**src/rtl/xxh_pkg.sv**
```systemverilog
// ----------------------------------------------------------------------------
// xxh_pkg
// Constants, command/status types and helpers shared by the XXH64 block.
// ----------------------------------------------------------------------------
package xxh_pkg;

    localparam int unsigned CNT_W  = 4;
    localparam int unsigned ADDR_W = 3;

    localparam logic [63:0] PRIME1 = 64'h9E3779B185EBCA87;
    localparam logic [63:0] PRIME2 = 64'hC2B2AE3D27D4EB4F;
    localparam logic [63:0] PRIME3 = 64'h165667B19E3779F9;
    localparam logic [63:0] PRIME4 = 64'h85EBCA77C2B2AE63;
    localparam logic [63:0] PRIME5 = 64'h27D4EB2F165667C5;

    localparam logic [ADDR_W-1:0] REG_SEED = '0;

    localparam logic [CNT_W-1:0] CNT_FULL = 4'd8;
    localparam logic [CNT_W-1:0] CNT_HALF = 4'd4;

    typedef enum logic [4:0] {
        ST_IDLE,
        ST_DISPATCH,
        ST_ABS_INIT,
        ST_LR1,
        ST_LR2,
        ST_FOLD_START,
        ST_FA1,
        ST_FA2,
        ST_FA3,
        ST_ADDLEN,
        ST_TAIL_CHK,
        ST_TW1,
        ST_TW2,
        ST_TW3,
        ST_W4A,
        ST_W4B,
        ST_BYTE_CHK,
        ST_B1,
        ST_B2,
        ST_AV1,
        ST_AV2,
        ST_EMIT
    } xxh_state_t;

    typedef enum logic [4:0] {
        OP_NONE,
        OP_STORE,
        OP_INIT,
        OP_LR1,
        OP_LR2,
        OP_FOLDSUM,
        OP_SHORT,
        OP_FA1,
        OP_TW1,
        OP_XORT,
        OP_FA3,
        OP_TW3,
        OP_ADDLEN,
        OP_W4A,
        OP_W4B,
        OP_B1,
        OP_B2,
        OP_AV1,
        OP_AV2,
        OP_EMIT
    } xxh_op_t;

    typedef struct packed {
        xxh_op_t    op;
        logic       apply;
        logic       mul_start;
        logic       accept;
        logic [1:0] idx;
        logic [2:0] pos;
    } xxh_cmd_t;

    typedef struct packed {
        logic             last;
        logic [CNT_W-1:0] cnt;
        logic [1:0]       nbuf;
        logic             seen;
        logic             mul_done;
        logic             out_full;
    } xxh_status_t;

    function automatic logic [63:0] rotl64(input logic [63:0] x, input int r);
        return (x << r) | (x >> (64 - r));
    endfunction

endpackage

```
**src/rtl/xxh_ctrl.sv**
```systemverilog
// ----------------------------------------------------------------------------
// xxh_ctrl
// Sequencer: steps the datapath through buffering, stripe rounds, fold,
// tail and avalanche.
// ----------------------------------------------------------------------------
module xxh_ctrl (
    input  logic                   clk,
    input  logic                   rst_n,
    input  logic                   in_valid,
    output logic                   in_ready,
    input  xxh_pkg::xxh_status_t   status,
    output xxh_pkg::xxh_cmd_t      cmd
);
    import xxh_pkg::*;

    xxh_state_t state_reg;
    xxh_state_t state_next;
    logic       busy_reg;
    logic       busy_next;
    logic [1:0] idx_reg;
    logic [1:0] idx_next;
    logic [2:0] pos_reg;
    logic [2:0] pos_next;
    logic       is_mul;
    logic       mul_fin;

    always_ff @(posedge clk or negedge rst_n)
    begin
        if (!rst_n)
        begin
            state_reg <= ST_IDLE;
            busy_reg  <= 1'b0;
            idx_reg   <= 2'd0;
            pos_reg   <= 3'd0;
        end
        else
        begin
            state_reg <= state_next;
            busy_reg  <= busy_next;
            idx_reg   <= idx_next;
            pos_reg   <= pos_next;
        end
    end

    always_comb
    begin
        case (state_reg)
            ST_LR1, ST_LR2, ST_FA1, ST_FA2, ST_FA3, ST_TW1, ST_TW2, ST_TW3,
            ST_W4A, ST_W4B, ST_B1, ST_B2, ST_AV1, ST_AV2: is_mul = 1'b1;
            default:                                     is_mul = 1'b0;
        endcase
    end

    assign mul_fin = is_mul && busy_reg && status.mul_done;

    // next state
    always_comb
    begin
        state_next = state_reg;
        idx_next   = idx_reg;
        pos_next   = pos_reg;
        case (state_reg)
            ST_IDLE:
            begin
                if (in_valid)
                    state_next = ST_DISPATCH;
            end
            ST_DISPATCH:
            begin
                if (status.last)
                begin
                    if (status.cnt == CNT_FULL && status.nbuf == 2'd3)
                        state_next = ST_ABS_INIT;
                    else
                        state_next = ST_FOLD_START;
                end
                else if (status.nbuf == 2'd3)
                    state_next = ST_ABS_INIT;
                else
                    state_next = ST_IDLE;
            end
            ST_ABS_INIT:
            begin
                idx_next   = 2'd0;
                state_next = ST_LR1;
            end
            ST_LR1:
            begin
                if (mul_fin)
                    state_next = ST_LR2;
            end
            ST_LR2:
            begin
                if (mul_fin)
                begin
                    if (idx_reg == 2'd3)
                        state_next = status.last ? ST_FOLD_START : ST_IDLE;
                    else
                    begin
                        idx_next   = idx_reg + 2'd1;
                        state_next = ST_LR1;
                    end
                end
            end
            ST_FOLD_START:
            begin
                idx_next   = 2'd0;
                state_next = status.seen ? ST_FA1 : ST_ADDLEN;
            end
            ST_FA1:
            begin
                if (mul_fin)
                    state_next = ST_FA2;
            end
            ST_FA2:
            begin
                if (mul_fin)
                    state_next = ST_FA3;
            end
            ST_FA3:
            begin
                if (mul_fin)
                begin
                    if (idx_reg == 2'd3)
                        state_next = ST_ADDLEN;
                    else
                    begin
                        idx_next   = idx_reg + 2'd1;
                        state_next = ST_FA1;
                    end
                end
            end
            ST_ADDLEN:
            begin
                idx_next   = 2'd0;
                state_next = ST_TAIL_CHK;
            end
            ST_TAIL_CHK:
            begin
                if (idx_reg < status.nbuf)
                    state_next = ST_TW1;
                else if (status.cnt == CNT_FULL)
                begin
                    // slot three selects the final word itself
                    idx_next   = 2'd3;
                    state_next = ST_TW1;
                end
                else if (status.cnt >= CNT_HALF)
                    state_next = ST_W4A;
                else
                begin
                    pos_next   = 3'd0;
                    state_next = ST_BYTE_CHK;
                end
            end
            ST_TW1:
            begin
                if (mul_fin)
                    state_next = ST_TW2;
            end
            ST_TW2:
            begin
                if (mul_fin)
                    state_next = ST_TW3;
            end
            ST_TW3:
            begin
                if (mul_fin)
                begin
                    if (idx_reg == 2'd3)
                        state_next = ST_AV1;
                    else
                    begin
                        idx_next   = idx_reg + 2'd1;
                        state_next = ST_TAIL_CHK;
                    end
                end
            end
            ST_W4A:
            begin
                if (mul_fin)
                    state_next = ST_W4B;
            end
            ST_W4B:
            begin
                if (mul_fin)
                begin
                    pos_next   = 3'd4;
                    state_next = ST_BYTE_CHK;
                end
            end
            ST_BYTE_CHK:
            begin
                if ({1'b0, pos_reg} < status.cnt)
                    state_next = ST_B1;
                else
                    state_next = ST_AV1;
            end
            ST_B1:
            begin
                if (mul_fin)
                    state_next = ST_B2;
            end
            ST_B2:
            begin
                if (mul_fin)
                begin
                    pos_next   = pos_reg + 3'd1;
                    state_next = ST_BYTE_CHK;
                end
            end
            ST_AV1:
            begin
                if (mul_fin)
                    state_next = ST_AV2;
            end
            ST_AV2:
            begin
                if (mul_fin)
                    state_next = ST_EMIT;
            end
            ST_EMIT:
            begin
                if (!status.out_full)
                    state_next = ST_IDLE;
            end
            default: state_next = ST_IDLE;
        endcase
    end

    // outputs
    always_comb
    begin
        cmd.op        = OP_NONE;
        cmd.apply     = 1'b0;
        cmd.mul_start = 1'b0;
        cmd.accept    = 1'b0;
        cmd.idx       = idx_reg;
        cmd.pos       = pos_reg;
        in_ready      = 1'b0;
        busy_next     = busy_reg;
        case (state_reg)
            ST_IDLE:
            begin
                in_ready   = 1'b1;
                cmd.accept = in_valid;
            end
            ST_DISPATCH:
            begin
                cmd.op    = OP_STORE;
                cmd.apply = !status.last && (status.nbuf != 2'd3);
            end
            ST_ABS_INIT:
            begin
                cmd.op    = OP_INIT;
                cmd.apply = 1'b1;
            end
            ST_LR1: cmd.op = OP_LR1;
            ST_LR2: cmd.op = OP_LR2;
            ST_FOLD_START:
            begin
                cmd.op    = status.seen ? OP_FOLDSUM : OP_SHORT;
                cmd.apply = 1'b1;
            end
            ST_FA1: cmd.op = OP_FA1;
            ST_FA2: cmd.op = OP_XORT;
            ST_FA3: cmd.op = OP_FA3;
            ST_ADDLEN:
            begin
                cmd.op    = OP_ADDLEN;
                cmd.apply = 1'b1;
            end
            ST_TW1: cmd.op = OP_TW1;
            ST_TW2: cmd.op = OP_XORT;
            ST_TW3: cmd.op = OP_TW3;
            ST_W4A: cmd.op = OP_W4A;
            ST_W4B: cmd.op = OP_W4B;
            ST_B1:  cmd.op = OP_B1;
            ST_B2:  cmd.op = OP_B2;
            ST_AV1: cmd.op = OP_AV1;
            ST_AV2: cmd.op = OP_AV2;
            ST_EMIT:
            begin
                cmd.op    = OP_EMIT;
                cmd.apply = !status.out_full;
            end
            default: ;
        endcase
        if (is_mul)
        begin
            if (!busy_reg)
            begin
                cmd.mul_start = 1'b1;
                busy_next     = 1'b1;
            end
            else if (status.mul_done)
            begin
                cmd.apply = 1'b1;
                busy_next = 1'b0;
            end
        end
    end

endmodule

```
**config.mk**
```make
export PLATFORM = sky130hd
export DESIGN_NAME = xxh_ctrl
export DESIGN_NICKNAME = d
export VERILOG_FILES = /design/src/rtl/xxh_pkg.sv /design/src/rtl/xxh_ctrl.sv
export SDC_FILE = /design/constraint.sdc
export NUM_CORES = 1
export LEC_CHECK = 0
export ABC_CLOCK_PERIOD_IN_PS = 2400
export BUFFER_PORTS_ARGS = -buffer_cell sky130_fd_sc_hd__buf_2
export CORE_ASPECT_RATIO = 0.7
export CORE_MARGIN = 8
export CORE_UTILIZATION = 30
export DETAILED_ROUTE_END_ITERATION = 16
export PLACE_DENSITY = 0.48
export SYNTH_ARGS = -nofsm -noshare
export SYNTH_HDL_FRONTEND = slang
export SYNTH_SLANG_ARGS = --single-unit
export TNS_END_PERCENT = 5
```
**constraint.sdc**
```tcl
create_clock -name clk -period 2.4 [get_ports clk]
set_input_delay 0.12 -clock clk [delete_from_list [all_inputs] [get_ports clk]]
set_output_delay 0.12 -clock clk [all_outputs]
set_load 0.02 [all_outputs]
```
==> results.json <==
{
  "area.sequential_um2": 278,
  "syn-mean-instance-area_um2": 7.74,
  "die_ar_um2": 8320,
  "post_synth_inst_count": 218,
  "antenna_found_initial": 0,
  "slowest_stage_cell_cp": "dfrtp_1",
  "p_per_area_nw_per_um2": 1310,
  "drtIter0Drc": 135,
  "path_class": "reg -> reg",
  "max_cap_viol_count": 0,
  "die_height_um": 78.7,
  "setup_viol_count_final": 0,
  "worst_setup_path_end_kind": "flip-flop",
  "result_of_the_run": "completed",
  "clk-insertion-delay-late_ns": 0.24,
  "post-synth-top-count-cell": "o21ai_0",
  "ctsHtreeMaxLevel": 1,
  "synth_largest_area_cell": "dfrtp_1",
  "share_of_the_cycle_needed_by_the_critical_path_after_routing": 0.937,
  "numPortBuffers": 26,
  "numCtsBuffers": 3,
  "grt_setup_unrepaired": "false",
  "drt-wirelength-per-cell_um": 16.8,
  "drive_above_1_share": 0.256,
  "final_hold_viols": 0,
  "buffer_count_from_post_cts_setup_fixing": 0,
  "die_w_um": 106,
  "timing.hold.worst.class": "in -> async",
  "first_global_vias": 1750,
  "syn_to_final_growth_pct": 23.1,
  "critical_path.max_fanout": 8,
  "setup.worst_path.end": "state_reg[2]$_DFFE_PN0P_",
  "design.portCount": 27,
  "synth_enable_flop_cells": 0,
  "ys_top_cells_by_area": "dfrtp_1, ha_1, o21ai_0, mux2i_1, nand2b_1",
  "cts.root.buffer_cell": "clkbuf_8",
  "number_of_clock_sinks_seen_by_cts": 11,
  "crit_path_max_incr_delay_ns": 0.41,
  "via_per_inst": 5.44,
  "place.gp.congestion": 0.871,
  "synthDominantCellAreaShare": 0.163,
  "num-nets-final": 281,
  "final_core_utilization": 0.372,
  "min_period_ns": 2.25,
  "ys_ff_latch": 11,
  "synth.net_count": 240,
  "drt_pre_antenna_iters": 4,
  "worstPathCellList": "ha_1 > a21o_1 > a21o_1 > a2111o_1 > o22ai_4 > mux2_4",
  "fill_cells": 586,
  "path_depth_of_the_worst_reg2reg_path": 6,
  "groute.usage.overall": 0.137,
  "vdd.ir_drop.worst_mv": 0.435,
  "core_region_area_um2": 5580,
  "total_congestion_overflow_after_global_routing": 0,
  "num_antenna_cells": 0,
  "total_power_mw": 2.72,
  "timing.critical_path.required_ns": 2.52,
  "vias": 1810,
  "largest_net_degree_at_the_start_of_global_routing": 20,
  "floorplan.initialDensity": 0.302,
  "final.setup_skew_ns": 0.00454,
  "tritoncts": "yes",
  "rr_startpoint": "state_reg[0]$_DFFE_PN0P_",
  "setup_total_negative_slack_ns": 0,
  "yosys_most_used_dff": "dfrtp_1",
  "yosysSeqAreaShare": 0.163,
  "cpMostUsedCell": "a21o_1",
  "dpl.hpwl_um": 4580,
  "route.antenna.remaining_nets": 0,
  "max_freq_ghz": 0.445,
  "clk_transition_reported_paths_ns": 0.06,
  "largest_register_ffs": 5,
  "cts_buffer_depth": 2,
  "critPathLaunch": "state_reg[0]$_DFFE_PN0P_",
  "setup.worst_path.start_class": "flip-flop",
  "finalMaxSlewViolations": 0,
  "synth-async-reset-ratio": 1.00,
  "netlist_top_cells_count": "o21ai_0, nand2_1, inv_1, nand2b_1",
  "post_synth_instance_area_um2": 1690,
  "num_rows": 23,
  "worst_ep_arrival_time_ns": 2.37,
  "synth.lib_cells_used.distinct": 63,
  "slew-limit-headroom": 0.639,
  "r2r-end": "state_reg[2]$_DFFE_PN0P_",
  "tightest_pin_transition_ns": 0.528,
  "route.detailed.drc": 0,
  "setup.reg_to_reg.worst_slack_ns": 0.15,
  "grt_first_pass_wirelength_um": 9230,
  "synth_warnings": 0,
  "leakage_nw": 0.975,
  "multiInputGateArea_um2": 1270,
  "drt-total-wl_um": 5600
}
worst min path at each step:
stage                                           to  depth (start not counted)   from  slack (ns)
after global routing      state_reg[4]$_DFFE_PN0P_                          2  rst_n        0.35
final                       pos_reg[1]$_DFFE_PN0P_                          2  rst_n        0.30
after global placement      idx_reg[0]$_DFFE_PN0P_                          1  rst_n        0.03
after CTS                 state_reg[3]$_DFFE_PN0P_                          2  rst_n        0.31
after floorplan               busy_reg$_DFFE_PN0N_                          0  rst_n       -0.18
after detailed placement    idx_reg[1]$_DFFE_PN0P_                          1  rst_n        0.02
cell usage in the layout, fill, tap and decap left out, drive strengths merged, types with 3 or more instances in the layout:
| cell | netlist | layout |
|---|---|---|
| nand2 | 16 | 16 |
| nand3 | 7 | 7 |
| inv | 12 | 12 |
| o211ai | 3 | 3 |
| a21o | 3 | 3 |
| nor2 | 13 | 13 |
| a21oi | 11 | 11 |
| nand2b | 12 | 12 |
| ha | 9 | 9 |
| a31oi | 4 | 4 |
| nand4b | 3 | 3 |
| or2 | 3 | 3 |
| nor3 | 3 | 3 |
| clkbuf | 6 | 3 |
| buf | 10 | 51 |
| o21ai | 21 | 21 |
| nor2b | 7 | 7 |
| mux2i | 8 | 8 |
| dfrtp | 11 | 11 |
cells by family (layout without fill, tap and decap cells):
logic type | count (synthesis) | after routing | synth area share
simple gates | 83 | 83 | 0.290
compound gates | 74 | 74 | 0.318
buf+inv | 28 | 68 | 0.0816
flops | 11 | 11 | 0.163
mux | 10 | 10 | 0.0653
fa+ha+maj | 9 | 9 | 0.0668
xor+xnor | 3 | 3 | 0.0156
metrics by stage:
| step | hold slack (ns) | area (µm²) | instances | setup slack (ns) |
|---|---|---|---|---|
| after floorplan | -0.176 | 1690 | 218 | 0.330 |
| after global placement | 0.0262 | 2020 | 328 | 0.187 |
| after detailed placement | 0.0210 | 2020 | 328 | 0.180 |
| after CTS | 0.308 | 2070 | 333 | 0.0650 |
| after global routing | 0.348 | 2080 | 333 | 0.0646 |
| final | 0.303 | 2080 | 333 | 0.151 |
per-layer routing:
| layer | share of wire | vias to the layer above | GRT usage | wire length [µm] |
|---|---|---|---|---|
| met2 | 0.40 | 63 | 0.195 | 2220 |
| met4 | 0.0034 | 0 | 0.0154 | 19 |
| met5 | 0 | - | 0 | 0 |
| met1 | 0.52 | 847 | 0.209 | 2890 |
| met3 | 0.082 | 2 | 0.0275 | 461 |
| li1 | - | 898 | - | - |
area by class of cell:
cell class,count,share of cell area
Multi-Input combinational cell,179,0.613
Timing Repair Buffer,52,0.164
Clock inverter,1,0.00241
Tap cell,75,0.0452
Sequential cell,11,0.134
Inverter,12,0.0217
Clock buffer,3,0.0199
worst max-delay path, delay by kind of cell (launching register included):
family / cells / cell delay (ns)
compound gates: 4 / 1.06
fa+ha+maj: 1 / 0.33
flops: 1 / 0.41
mux: 1 / 0.33
where the power goes:
group          switching [mW]  leakage, nW  internal [mW]
Sequential              0.127        0.138          0.262
Combinational            1.19        0.812          0.952
Clock                  0.0794       0.0255          0.115
timing repair:
action	in CTS	in global routing
setup endpoints to repair	0	2
hold buffers	1	0
gates resized for setup	0	2
hold endpoints to repair	11	0
No activity file was read; power rests on OpenSTA's default activity.
